File: config.mk
export PLATFORM = sky130hd
export DESIGN_NAME = token_scanner_top
export DESIGN_NICKNAME = d
export VERILOG_FILES = /design/src/sv/tsc_pkg.sv /design/src/sv/tsc_front.sv /design/src/sv/tsc_queue.sv /design/src/sv/tsc_back.sv /design/src/sv/token_scanner_top.sv
export SDC_FILE = /design/constraint.sdc
export NUM_CORES = 1
export LEC_CHECK = 0
export ABC_AREA = 1
export BUFFER_PORTS_ARGS = -buffer_cell sky130_fd_sc_hd__buf_2
export CAP_MARGIN = 15
export CORE_MARGIN = 2
export CORE_UTILIZATION = 40
export DETAILED_ROUTE_END_ITERATION = 10
export PLACE_DENSITY = 0.55
export SLEW_MARGIN = 20
export SYNTH_ARGS = -nofsm -noshare
export SYNTH_HDL_FRONTEND = slang
export SYNTH_SLANG_ARGS = --single-unit
export TNS_END_PERCENT = 1
File: constraint.sdc
create_clock -name clock -period 8.6 [get_ports clock]
set_clock_uncertainty 0.05 [all_clocks]
set_input_delay 0 -clock clock [delete_from_list [all_inputs] [get_ports clock]]
set_output_delay 0 -clock clock [all_outputs]
set_load 0.01 [all_outputs]
File: src/sv/tsc_pkg.sv
// Shared types, codes and constants of the token scanner.
package tsc_pkg;

   localparam int NAME_LIMIT_DEFAULT  = 8;
   localparam int QUEUE_DEPTH_DEFAULT = 4;

   localparam logic [1:0] MODE_IDLE   = 2'd0;
   localparam logic [1:0] MODE_IDENT  = 2'd1;
   localparam logic [1:0] MODE_NUMBER = 2'd2;

   localparam logic [3:0] KIND_EOF     = 4'd0;
   localparam logic [3:0] KIND_PLUS    = 4'd1;
   localparam logic [3:0] KIND_TIMES   = 4'd2;
   localparam logic [3:0] KIND_LPAREN  = 4'd3;
   localparam logic [3:0] KIND_RPAREN  = 4'd4;
   localparam logic [3:0] KIND_IDENT   = 4'd5;
   localparam logic [3:0] KIND_KEYWORD = 4'd6;
   localparam logic [3:0] KIND_NUMBER  = 4'd7;
   localparam logic [3:0] KIND_NULL    = 4'd8;

   localparam logic [7:0] CHAR_SPACE  = 8'h20;
   localparam logic [7:0] CHAR_PLUS   = 8'h2B;
   localparam logic [7:0] CHAR_TIMES  = 8'h2A;
   localparam logic [7:0] CHAR_LPAREN = 8'h28;
   localparam logic [7:0] CHAR_RPAREN = 8'h29;
   localparam logic [7:0] CHAR_ZERO   = 8'h30;

   localparam logic CSR_KEYWORD_TEXT   = 1'b0;
   localparam logic CSR_KEYWORD_LENGTH = 1'b1;

   localparam logic [63:0] KEYWORD_TEXT_RESET   = 64'd435744764535;
   localparam logic [3:0]  KEYWORD_LENGTH_RESET = 4'd5;

   // One queue entry: the token being flushed, if any, and the single-character token.
   typedef struct packed {
      logic [1:0]  pend_mode;
      logic [63:0] text;
      logic [3:0]  count;
      logic [31:0] number;
      logic        overflow;
      logic        tok_valid;
      logic [3:0]  tok_kind;
   } entry_type;

   // Handshake between the front and the queue, and between the queue and the back.
   typedef struct packed {
      logic      valid;
      entry_type entry;
   } push_type;

   typedef struct packed {
      logic      valid;
      entry_type entry;
   } head_type;

endpackage

File: src/sv/tsc_front.sv
// Front part of the token scanner: accepts characters, tracks runs and classifies tokens.
module tsc_front #(
   parameter int NAME_LIMIT = tsc_pkg::NAME_LIMIT_DEFAULT
) (
   input  logic               clock,
   input  logic               reset,
   input  logic               req_tvalid,
   output logic               req_tready,
   input  logic [7:0]         req_tdata,   // char_code
   input  logic               req_tuser,   // end_of_input
   input  logic               queue_ready,
   output tsc_pkg::push_type  push
);

   logic [1:0]  mode_ff, mode_in;
   logic [63:0] buf_ff, buf_in;
   logic [3:0]  count_ff, count_in;
   logic [31:0] acc_ff, acc_in;
   logic        ovf_ff, ovf_in;

   logic               accept;
   logic               letter;
   logic               digit;
   logic [3:0]         digit_value;
   logic [35:0]        acc_wide;
   logic [35:0]        acc_next;
   tsc_pkg::entry_type entry;

   assign req_tready = queue_ready;
   assign accept     = req_tvalid && req_tready;

   assign letter = req_tdata inside {[8'h41:8'h5A], [8'h61:8'h7A]};
   assign digit  = req_tdata inside {[tsc_pkg::CHAR_ZERO:8'h39]};
   assign digit_value = 4'(req_tdata - tsc_pkg::CHAR_ZERO);

   assign acc_wide = {4'b0, acc_ff};
   assign acc_next = (acc_wide << 3) + (acc_wide << 1) + {32'b0, digit_value};

   always_comb begin
      mode_in  = mode_ff;
      buf_in   = buf_ff;
      count_in = count_ff;
      acc_in   = acc_ff;
      ovf_in   = ovf_ff;
      entry    = '0;
      if (req_tuser || !(((mode_ff == tsc_pkg::MODE_IDENT) && (letter || digit)) ||
                         ((mode_ff == tsc_pkg::MODE_NUMBER) && digit))) begin
         // The pending run ends here and is handed on.
         if ((mode_ff == tsc_pkg::MODE_IDENT) || (mode_ff == tsc_pkg::MODE_NUMBER)) begin
            entry.pend_mode = mode_ff;
         end
         entry.text     = buf_ff;
         entry.count    = count_ff;
         entry.number   = acc_ff;
         entry.overflow = ovf_ff;
         mode_in  = tsc_pkg::MODE_IDLE;
         buf_in   = '0;
         count_in = '0;
         acc_in   = '0;
         ovf_in   = 1'b0;
         if (req_tuser) begin
            entry.tok_valid = 1'b1;
            entry.tok_kind  = tsc_pkg::KIND_EOF;
         end else if (req_tdata <= tsc_pkg::CHAR_SPACE) begin
            entry.tok_valid = 1'b0;
         end else if (req_tdata == tsc_pkg::CHAR_PLUS) begin
            entry.tok_valid = 1'b1;
            entry.tok_kind  = tsc_pkg::KIND_PLUS;
         end else if (req_tdata == tsc_pkg::CHAR_TIMES) begin
            entry.tok_valid = 1'b1;
            entry.tok_kind  = tsc_pkg::KIND_TIMES;
         end else if (req_tdata == tsc_pkg::CHAR_LPAREN) begin
            entry.tok_valid = 1'b1;
            entry.tok_kind  = tsc_pkg::KIND_LPAREN;
         end else if (req_tdata == tsc_pkg::CHAR_RPAREN) begin
            entry.tok_valid = 1'b1;
            entry.tok_kind  = tsc_pkg::KIND_RPAREN;
         end else if (letter) begin
            mode_in  = tsc_pkg::MODE_IDENT;
            buf_in   = {56'b0, req_tdata};
            count_in = 4'd1;
         end else if (digit) begin
            mode_in = tsc_pkg::MODE_NUMBER;
            acc_in  = {28'b0, digit_value};
         end else begin
            entry.tok_valid = 1'b1;
            entry.tok_kind  = tsc_pkg::KIND_NULL;
         end
      end else if (mode_ff == tsc_pkg::MODE_IDENT) begin
         if (count_ff < 4'(NAME_LIMIT)) begin
            for (int i = 0; i < 8; i++) begin
               if (count_ff[2:0] == 3'(i)) begin
                  buf_in[8*i +: 8] = req_tdata;
               end
            end
            count_in = count_ff + 4'd1;
         end
      end else begin
         acc_in = acc_next[31:0];
         if (acc_next[35:32] != 4'b0) begin
            ovf_in = 1'b1;
         end
      end
   end

   assign push.valid = accept && ((entry.pend_mode != tsc_pkg::MODE_IDLE) || entry.tok_valid);
   assign push.entry = entry;

   always_ff @(posedge clock) begin
      if (reset) begin
         mode_ff  <= tsc_pkg::MODE_IDLE;
         buf_ff   <= '0;
         count_ff <= '0;
         acc_ff   <= '0;
         ovf_ff   <= 1'b0;
      end else if (accept) begin
         mode_ff  <= mode_in;
         buf_ff   <= buf_in;
         count_ff <= count_in;
         acc_ff   <= acc_in;
         ovf_ff   <= ovf_in;
      end
   end

endmodule

File: src/sv/tsc_queue.sv
// Short queue of classified token entries between the front and the back.
module tsc_queue #(
   parameter int DEPTH = tsc_pkg::QUEUE_DEPTH_DEFAULT
) (
   input  logic              clock,
   input  logic              reset,
   input  tsc_pkg::push_type push,
   output logic              push_ready,
   output tsc_pkg::head_type head,
   input  logic              pop
);

   localparam int PTR_W   = (DEPTH > 1) ? $clog2(DEPTH) : 1;
   localparam int COUNT_W = $clog2(DEPTH + 1);

   tsc_pkg::entry_type mem_ff [DEPTH];
   logic [PTR_W-1:0]   wr_ptr_ff, wr_ptr_in;
   logic [PTR_W-1:0]   rd_ptr_ff, rd_ptr_in;
   logic [COUNT_W-1:0] count_ff, count_in;
   logic               do_push;
   logic               do_pop;

   assign push_ready = (count_ff != COUNT_W'(DEPTH));
   assign head.valid = (count_ff != '0);
   assign head.entry = mem_ff[rd_ptr_ff];

   assign do_push = push.valid && push_ready;
   assign do_pop  = pop && head.valid;

   always_comb begin
      wr_ptr_in = wr_ptr_ff;
      rd_ptr_in = rd_ptr_ff;
      count_in  = count_ff;
      if (do_push) begin
         wr_ptr_in = (wr_ptr_ff == PTR_W'(DEPTH - 1)) ? '0 : wr_ptr_ff + 1'b1;
      end
      if (do_pop) begin
         rd_ptr_in = (rd_ptr_ff == PTR_W'(DEPTH - 1)) ? '0 : rd_ptr_ff + 1'b1;
      end
      if (do_push && !do_pop) begin
         count_in = count_ff + 1'b1;
      end else if (do_pop && !do_push) begin
         count_in = count_ff - 1'b1;
      end
   end

   always_ff @(posedge clock) begin
      if (do_push) begin
         mem_ff[wr_ptr_ff] <= push.entry;
      end
   end

   always_ff @(posedge clock) begin
      if (reset) begin
         wr_ptr_ff <= '0;
         rd_ptr_ff <= '0;
         count_ff  <= '0;
      end else begin
         wr_ptr_ff <= wr_ptr_in;
         rd_ptr_ff <= rd_ptr_in;
         count_ff  <= count_in;
      end
   end

endmodule

File: src/sv/tsc_back.sv
// Back part of the token scanner: keyword registers, keyword match and result output register.
module tsc_back (
   input  logic              clock,
   input  logic              reset,
   input  logic              csr_valid,
   output logic              csr_ready,
   input  logic [0:0]        csr_index,
   input  logic [63:0]       csr_data,
   input  tsc_pkg::head_type head,
   output logic              pop,
   output logic              rsp_tvalid,
   input  logic              rsp_tready,
   output logic [103:0]      rsp_tdata,   // number_value, number_overflow, ident_text,
                                          // ident_length, zero fill
   output logic              rsp_tlast,   // last_result
   output logic [3:0]        rsp_tuser    // token_kind
);

   logic [63:0] kw_text_ff;
   logic [3:0]  kw_len_ff;

   logic        second_ff, second_in;
   logic        valid_ff, valid_in;
   logic [3:0]  kind_ff, kind_in;
   logic [31:0] num_ff, num_in;
   logic        ovf_ff, ovf_in;
   logic [63:0] text_ff, text_in;
   logic [3:0]  len_ff, len_in;
   logic        last_ff, last_in;

   logic        load;
   logic        emit_first;
   logic [63:0] kw_mask;
   logic        kw_match;

   assign csr_ready = 1'b1;

   always_ff @(posedge clock) begin
      if (reset) begin
         kw_text_ff <= tsc_pkg::KEYWORD_TEXT_RESET;
         kw_len_ff  <= tsc_pkg::KEYWORD_LENGTH_RESET;
      end else if (csr_valid) begin
         if (csr_index == tsc_pkg::CSR_KEYWORD_TEXT) begin
            kw_text_ff <= csr_data;
         end else begin
            kw_len_ff <= csr_data[3:0];
         end
      end
   end

   always_comb begin
      for (int i = 0; i < 8; i++) begin
         kw_mask[8*i +: 8] = (4'(i) < kw_len_ff) ? 8'hFF : 8'h00;
      end
   end

   assign kw_match = (kw_len_ff != 4'd0) && (kw_len_ff <= 4'd8) &&
                     (head.entry.count == kw_len_ff) &&
                     (((head.entry.text ^ kw_text_ff) & kw_mask) == 64'b0);

   assign load       = !valid_ff || rsp_tready;
   assign emit_first = (head.entry.pend_mode != tsc_pkg::MODE_IDLE) && !second_ff;

   always_comb begin
      second_in = second_ff;
      valid_in  = valid_ff;
      kind_in   = kind_ff;
      num_in    = num_ff;
      ovf_in    = ovf_ff;
      text_in   = text_ff;
      len_in    = len_ff;
      last_in   = last_ff;
      pop       = 1'b0;
      if (load) begin
         valid_in = head.valid;
         if (head.valid) begin
            num_in  = '0;
            ovf_in  = 1'b0;
            text_in = '0;
            len_in  = '0;
            if (emit_first) begin
               last_in = !head.entry.tok_valid;
               if (head.entry.pend_mode == tsc_pkg::MODE_IDENT) begin
                  kind_in = kw_match ? tsc_pkg::KIND_KEYWORD : tsc_pkg::KIND_IDENT;
                  text_in = head.entry.text;
                  len_in  = head.entry.count;
               end else begin
                  kind_in = tsc_pkg::KIND_NUMBER;
                  num_in  = head.entry.number;
                  ovf_in  = head.entry.overflow;
               end
               if (head.entry.tok_valid) begin
                  second_in = 1'b1;
               end else begin
                  pop = 1'b1;
               end
            end else begin
               kind_in   = head.entry.tok_kind;
               last_in   = 1'b1;
               second_in = 1'b0;
               pop       = 1'b1;
            end
         end
      end
   end

   always_ff @(posedge clock) begin
      if (reset) begin
         valid_ff  <= 1'b0;
         second_ff <= 1'b0;
      end else begin
         valid_ff  <= valid_in;
         second_ff <= second_in;
      end
   end

   always_ff @(posedge clock) begin
      kind_ff <= kind_in;
      num_ff  <= num_in;
      ovf_ff  <= ovf_in;
      text_ff <= text_in;
      len_ff  <= len_in;
      last_ff <= last_in;
   end

   assign rsp_tvalid = valid_ff;
   assign rsp_tdata  = {3'b0, len_ff, text_ff, ovf_ff, num_ff};
   assign rsp_tlast  = last_ff;
   assign rsp_tuser  = kind_ff;

endmodule

File: src/sv/token_scanner_top.sv
// Top level of the token scanner: front, token queue and back.
//
// The scanner takes one character item per cycle on the req channel while req_tready
// is high and gives each token as one item on the rsp channel. A token passes through
// the queue and then the rsp output register. A character item gives zero, one or two
// tokens; the back moves one token per cycle into the rsp output register while
// rsp_tready is high, so a character that ends a run and also forms a token of its
// own gives its second token in the cycle after the first. The queue of QUEUE_DEPTH
// entries absorbs the difference, and req_tready is low while the queue is full.
// The keyword registers are written through the csr channel, which is always ready.
module token_scanner_top #(
   parameter int NAME_LIMIT  = tsc_pkg::NAME_LIMIT_DEFAULT,
   parameter int QUEUE_DEPTH = tsc_pkg::QUEUE_DEPTH_DEFAULT
) (
   input  logic         clock,
   input  logic         reset,
   input  logic         req_tvalid,
   output logic         req_tready,
   input  logic [7:0]   req_tdata,   // char_code
   input  logic         req_tuser,   // end_of_input
   output logic         rsp_tvalid,
   input  logic         rsp_tready,
   output logic [103:0] rsp_tdata,   // number_value, number_overflow, ident_text,
                                     // ident_length, zero fill
   output logic         rsp_tlast,   // last_result
   output logic [3:0]   rsp_tuser,   // token_kind
   input  logic         csr_valid,
   output logic         csr_ready,
   input  logic [0:0]   csr_index,
   input  logic [63:0]  csr_data
);

   tsc_pkg::push_type push;
   tsc_pkg::head_type head;
   logic              queue_ready;
   logic              pop;

   tsc_front #(
      .NAME_LIMIT(NAME_LIMIT)
   ) u_front (
      .clock      (clock),
      .reset      (reset),
      .req_tvalid (req_tvalid),
      .req_tready (req_tready),
      .req_tdata  (req_tdata),
      .req_tuser  (req_tuser),
      .queue_ready(queue_ready),
      .push       (push)
   );

   tsc_queue #(
      .DEPTH(QUEUE_DEPTH)
   ) u_queue (
      .clock     (clock),
      .reset     (reset),
      .push      (push),
      .push_ready(queue_ready),
      .head      (head),
      .pop       (pop)
   );

   tsc_back u_back (
      .clock     (clock),
      .reset     (reset),
      .csr_valid (csr_valid),
      .csr_ready (csr_ready),
      .csr_index (csr_index),
      .csr_data  (csr_data),
      .head      (head),
      .pop       (pop),
      .rsp_tvalid(rsp_tvalid),
      .rsp_tready(rsp_tready),
      .rsp_tdata (rsp_tdata),
      .rsp_tlast (rsp_tlast),
      .rsp_tuser (rsp_tuser)
   );

endmodule

=== Yosys cells after proc, flatten, opt, wreduce, memory -nomap -nowiden ===
Memories as Yosys holds them, arrays and structs flattened. A register that Yosys moved wholly into a read port is not among the register bits.
Index checks and enable logic that the tools add are counted.

* Add/sub/neg operators: 8
* $lt $le $gt $ge: 17
* Equal/unequal tests: 20
* Muxes and demuxes: 85
* Bitwise logic cells: 4
* Reductions and logical operators: 65

{| class="wikitable"
|+ Operator list
! cell !! count
|-
| 64-bit 2-to-1 mux || 9
|-
| 32-bit 2-to-1 mux || 9
|-
| 8-bit 2-to-1 mux || 17
|-
| 108-bit 2-to-1 mux || 1
|-
| 64-bit AND || 1
|-
| 64-bit logical NOT || 1
|-
| 64-bit XOR || 1
|-
| 4-bit 2-to-1 mux || 13
|-
| 35-bit by 33-bit adder with 36-bit output || 1
|-
| 36-bit by 4-bit adder with 36-bit output || 1
|-
| 5-bit 2-to-1 mux || 7
|-
| 8-bit by 6-bit == test with 1-bit output (second input constant) || 4
|-
| 4-bit AND reduction || 8
|-
| 2-bit nonzero test || 15
|-
| 2-bit 2-to-1 mux || 14
|-
| 8-bit by 7-bit >= comparator with 1-bit output (second input constant) || 2
|-
| 8-bit by 6-bit less-or-equal comparator with 1-bit output (second input constant) || 2
|-
| 8-bit by 7-bit less-or-equal comparator with 1-bit output (second input constant) || 2
|-
| 3-bit by 4-bit less-than comparator with 1-bit output (first input constant) || 4
|-
| 1-bit logical AND || 15
|-
| 1-bit 2-to-1 mux || 13
|-
| 3-bit == test (second input constant) || 4
|-
| 2-bit AND reduction || 6
|-
| 3-bit AND reduction || 3
|-
| 26 further kinds || 46
|}

* Register bits after elaboration: 286
* Bits in writable memories: 432
* Bits of input ports: 79
* Output and inout bits: 112
* Logic and storage cells: 225
* Memories: 1

{| class="wikitable"
|+ Memories
! name !! depth !! bits a word !! read ports !! clocked after Yosys merged registers in !! wr ports !! line !! RTL
|-
| u_queue.mem_ff || 4 || 108 || 1 || 1 || 1 || tsc_queue.sv:16 || <nowiki>tsc_pkg::entry_type mem_ff [DEPTH];</nowiki>
|}

=== Depth between registers and ports, before layout ===
* Word-level depth: 19
* Gate-level depth with buffers: 18
* Mapped depth without buffers: 17

=== Modules after synthesis ===
From an unflattened synthesis, not the netlist that was laid out.

* Cells, all modules: 3279
* Area total of the unflattened synthesis: 31810.5 um^2

{| class="wikitable"
|+ By module, submodules not included
! module !! times used !! cells an instance !! area an instance (um^2) !! seq. area each (um^2)
|-
| tsc_queue || 1 || 1113 || 16483.3 || 13152.6
|-
| tsc_front || 1 || 1280 || 7703.6 || 2062.0
|-
| tsc_back || 1 || 886 || 7623.6 || 4584.4
|}

=== Least setup slack after synthesis ===
No wires, ideal clock.

* Kind: register to register
* From: register u_queue.count_ff[0]
* To: register u_queue.count_ff[1]
* Library setup time: 0.120 ns
* Arrival: 8.022 ns
* Required time: 8.430 ns
* Setup slack: 0.408 ns
* Cell stages (with the launch flop): 9
* Buffers on the path: 0
* Clock period less this slack: 8.192 ns
* Path through: dfxtp_1 -> inv_1 -> a31oi_1 -> nand2_1 -> ha_1 -> inv_1 -> fa_1 -> o21ai_0 -> a21oi_1

* Cells in the longest elaborated chain, start to end: 7
* Elaborated cells between the ends (all ways): 17
* Classes of those cells: add/sub (2); eq/ne (1); mux (4); reduce/logical (10)

{| class="wikitable"
|+ Ends and longest elaborated chain
! element !! line !! RTL
|-
| start, declared || tsc_queue.sv:19 || <nowiki>logic [COUNT_W-1:0] count_ff, count_in;</nowiki>
|-
| start signal, assigned || tsc_queue.sv:61 || <nowiki>count_ff <= count_in;</nowiki>
|-
| 3-bit nonzero test || tsc_queue.sv:24 || <nowiki>assign head.valid = (count_ff != '0);</nowiki>
|-
| 1-bit 2-to-1 mux || tsc_back.sv:76 || <nowiki>if (head.valid) begin</nowiki>
|-
| 1-bit 2-to-1 mux || tsc_back.sv:74 || <nowiki>if (load) begin</nowiki>
|-
| 1-bit logical AND || tsc_queue.sv:28 || <nowiki>assign do_pop = pop && head.valid;</nowiki>
|-
| 1-bit logical NOT || tsc_queue.sv:40 || <nowiki>if (do_push && !do_pop) begin</nowiki>
|-
| 1-bit logical AND || tsc_queue.sv:40 ||
|-
| 3-bit 2-to-1 mux * || tsc_queue.sv:40 ||
|-
| net u_queue.count_in[1] || tsc_queue.sv:19 ||
|}

The timed path passes the listed nets; every way through them passes the cells marked *. The select of a mux whose other input is x is not followed.
A chain may end at the register's enable or synchronous reset.

==> results.md <==
* Root Buffer: clkbuf_16
* Fin. max-slew vios at 0
* Register area share after synthesis at 63.0%
* TritonCTS Buffers at 82
* Cell variety after synth at 46
* Worst hold start: csr_data[26]
* Initial core utilization at 40.5%
* Area growth from synthesis to layout at 17.9%
* Die width at 284 um
* Vias per cell at 5.02
* Die ar. at 80900 sq um
* Setup violators final at 0
* FFs w/ async S/R, synth at 0%
* Setup CP Type: flip-flop to flip-flop
* CTS H-tree lvls at 3
* Worst setup SP type: flip-flop
* Leakage at 14.9 nW
* Area after DPL at 33200 sq um
* Final Util at 47.8%
* Routability cong. at 0.852
* DP Wirelength at 53.9 mm
* Synthesized flop and latch total at 720
* Outcome: completed
* Hold_ws at 0.0773 ns
* List of most frequent post-synthesis cells: nand2_1, edfxtp_1, nor2_1
* Prevailing post-synth register cell: edfxtp_1
* Top post-synthesis cells by area: edfxtp_1, dfxtp_1, nand2_1
* Iteration-0 DRC count of the detailed router at 1655
* Total Negative Setup Slacks at 0 ns
* Hold Fails Final Rpt at 0
* Hold crit path type: input port to flip-flop
* Post-route DRC at 0
* Critical path, cell by cell: clkinv_2, buf_4, nand3_1, nand2_1, nor2_1, inv_2, nand2_1, nand2_1, nand2_1, ha_1, inv_1, fa_1, o21ai_0, a21oi_1
* Post-CTS setup buffer count at 0
* GR Layer Usage met2 at 34.4%
* First-pass GRT wire length at 132 mm
* FILL cells at 7320
* Top cell type's share of synthesized area at 51.4%
* PD cells at 294 nW/um^2
* Req. time, crit path at 9.05 ns
* Avg Inst Size Synth at 9.77 sq um
* Slowest stage delay, CP at 0.61 ns
* Post-CTS Hold Fix Bufs at 106
* IO Count at 191
* Die Span Y at 284 um
* Placement row count at 102
* Final instance area at 37100 sq um
* Number of global-route vias before repair at 22700
* Fmax at 262 MHz
* Drt pass-1 iters at 6
* GR Layer Usage met1 at 28.4%
* Drt total wl at 86.1 mm
* Post-CTS Resized at 0
* VDD IR max at 0.238 mV
* Clk buf depth at 3
* Top-count cell post-synth: nand2_1
* Mean routed wirelength per cell at 18.8 um
* Mapped Cells at 3218
* Vias at 23000
* Initial antenna violation count at 3
* Crit Path Max Fanout at 58
* Largest net degree at the start of global routing at 109
* Gr usage total at 21.1%
* Layout cells sized above 1 at 10.8%
* Post-synth EDFFs at 538
* Period minus WS final at 3.82 ns
* CP dominant cell by count: nand2_1
* PortBufs at 186
* Warnings, synthesis at 0
* Sink Count at 720
* Clock transition at path regs at 0.06 ns
* Crit-path leading delay family: buffers and inverters
* Congestion Overflow GR at 0
* Pre-CTS setup slack at 4.71 ns
* CP endpoint kind: flip-flop
* Max Cap Viol at 0
* Synthesized area at 31400 sq um
* Busiest metal layer after global routing: met2
* Met3 usage at 3.55%
* Worst Tran Pin Value at 1.03 ns
* Dominant cell type by area after synthesis: edfxtp_1
* Buf/Inv on CP at 4
* CTS tree: yes
* # nets final at 3632
* Slew headroom at 31.3%
* Worst setup margin at 4.78 ns
* Clock Latency Late Sink at 0.63 ns
* RSZ-0062 raised after global routing: false
* DRT antenna net count at 0
* Core Area at 77600 sq um
* CP max-delay cell: buf_4
* Post-route clock period utilization at 44.4%
* Worst EP arrival at 4.27 ns
[area by class of cell]
class,instances,area (sq um),area share (%)
clock buffers,108,2270,6.13
inverters,280,1060,2.86
clock inverters,43,509,1.37
diodes,2,5.00,0.0135
multi-input cells,2076,9920,26.8
repair buffers,315,2190,5.91
well taps,1040,1300,3.51
flip-flops and latches,720,19800,53.4
[cell families after synthesis]
| family | share of synthesized area, % |
|---|---|
| and+or+nand+nor | 19.6 |
| DFF | 63.0 |
| AOI/OAI and AO/OA | 7.97 |
| buffers and inverters | 5.67 |
| adders and majority gates | 3.18 |
| xor gates and xnor gates | 0.641 |
| other | 0.0239 |
[worst reg2reg max path, cell delays in order, from the launching register on]
cell      delay [ns]
dfxtp_4         0.54
clkinv_2        0.10
buf_4           0.61
nand3_1         0.19
nand2_1         0.11
nor2_1          0.05
inv_2           0.58
nand2_1         0.24
nand2_1         0.20
nand2_1         0.12
ha_1            0.21
inv_1           0.10
fa_1            0.42
o21ai_0         0.15
a21oi_1         0.06
[metal layers]
| metal | share of wire, % | vias up |
|---|---|---|
| li1 | - | 11300 |
| met1 | 45 | 11000 |
| met2 | 46 | 593 |
| met3 | 5.5 | 129 |
| met4 | 3.1 | 0 |
| met5 | 0 | - |
[sequential cells by signal (all words and copies together) (netlist names), 2 cells and up, named ones only]
register / count
u_queue.wr_ptr_ff: 2
u_queue.rd_ptr_ff: 2
u_back.num_ff: 32
u_queue.count_ff: 3
u_back.kw_text_ff: 64
u_back.len_ff: 4
u_front.acc_ff: 32
u_front.buf_ff: 64
u_front.mode_ff: 2
u_back.text_ff: 64
u_back.rsp_tuser: 4
u_back.kw_len_ff: 4
u_front.count_ff: 4
u_queue.mem_ff: 432
[per-stage QoR]
| stage | power, W | std cells |
|---|---|---|
| global placement | 0.00737 | 4325 |
| global route | 0.0115 | 4582 |
| finish | 0.0109 | 4584 |
| CTS | 0.0110 | 4582 |
| detailed placement | 0.00738 | 4325 |
| floorplan | 0.00649 | 3220 |
[placed cells by master (no fill, tap or decap), types with 3 or more instances in the layout]
cell	Yosys	final
a211oi_1	8	8
a21oi_1	207	207
buf_2	49	186
buf_4	14	21
bufinv_16	0	10
clkbuf_1	62	16
clkbuf_16	0	84
clkbuf_8	0	8
clkinv_1	1	10
clkinv_2	0	15
conb_1	2	4
dfxtp_1	182	180
dlygate4sd3_1	0	106
edfxtp_1	538	538
fa_1	3	3
ha_1	75	75
inv_1	272	271
inv_2	6	5
inv_6	0	5
nand2_1	700	700
nand2_2	7	7
nand3_1	272	272
nand3b_1	6	6
nand4_1	10	10
nor2_1	463	458
nor2_2	3	3
nor2_4	1	6
nor3_1	19	19
o211ai_1	20	20
o21ai_0	199	199
o21ai_1	16	16
o21bai_1	5	5
o22ai_1	3	3
or2_2	13	13
xnor2_1	6	6
xor2_1	17	17
[power breakdown]
| group | internal (W) | switching (W) |
|---|---|---|
| clock network | 0.00217 | 0.00141 |
| registers | 0.00448 | 0.000225 |
| logic | 0.000743 | 0.00187 |
[final timing paths]
| check | endpoint | slack (ns) | cells past startpoint |
|---|---|---|---|
| max | u_queue.count_ff[1] | 4.78 | 14 |
| min | u_back.kw_text_ff[26] | 0.08 | 4 |
| max reg2reg | u_queue.count_ff[1] | 4.78 | 14 |
| min reg2reg | u_front.buf_ff[55] | 0.40 | 2 |
Power figures use the tool's default switching activity.
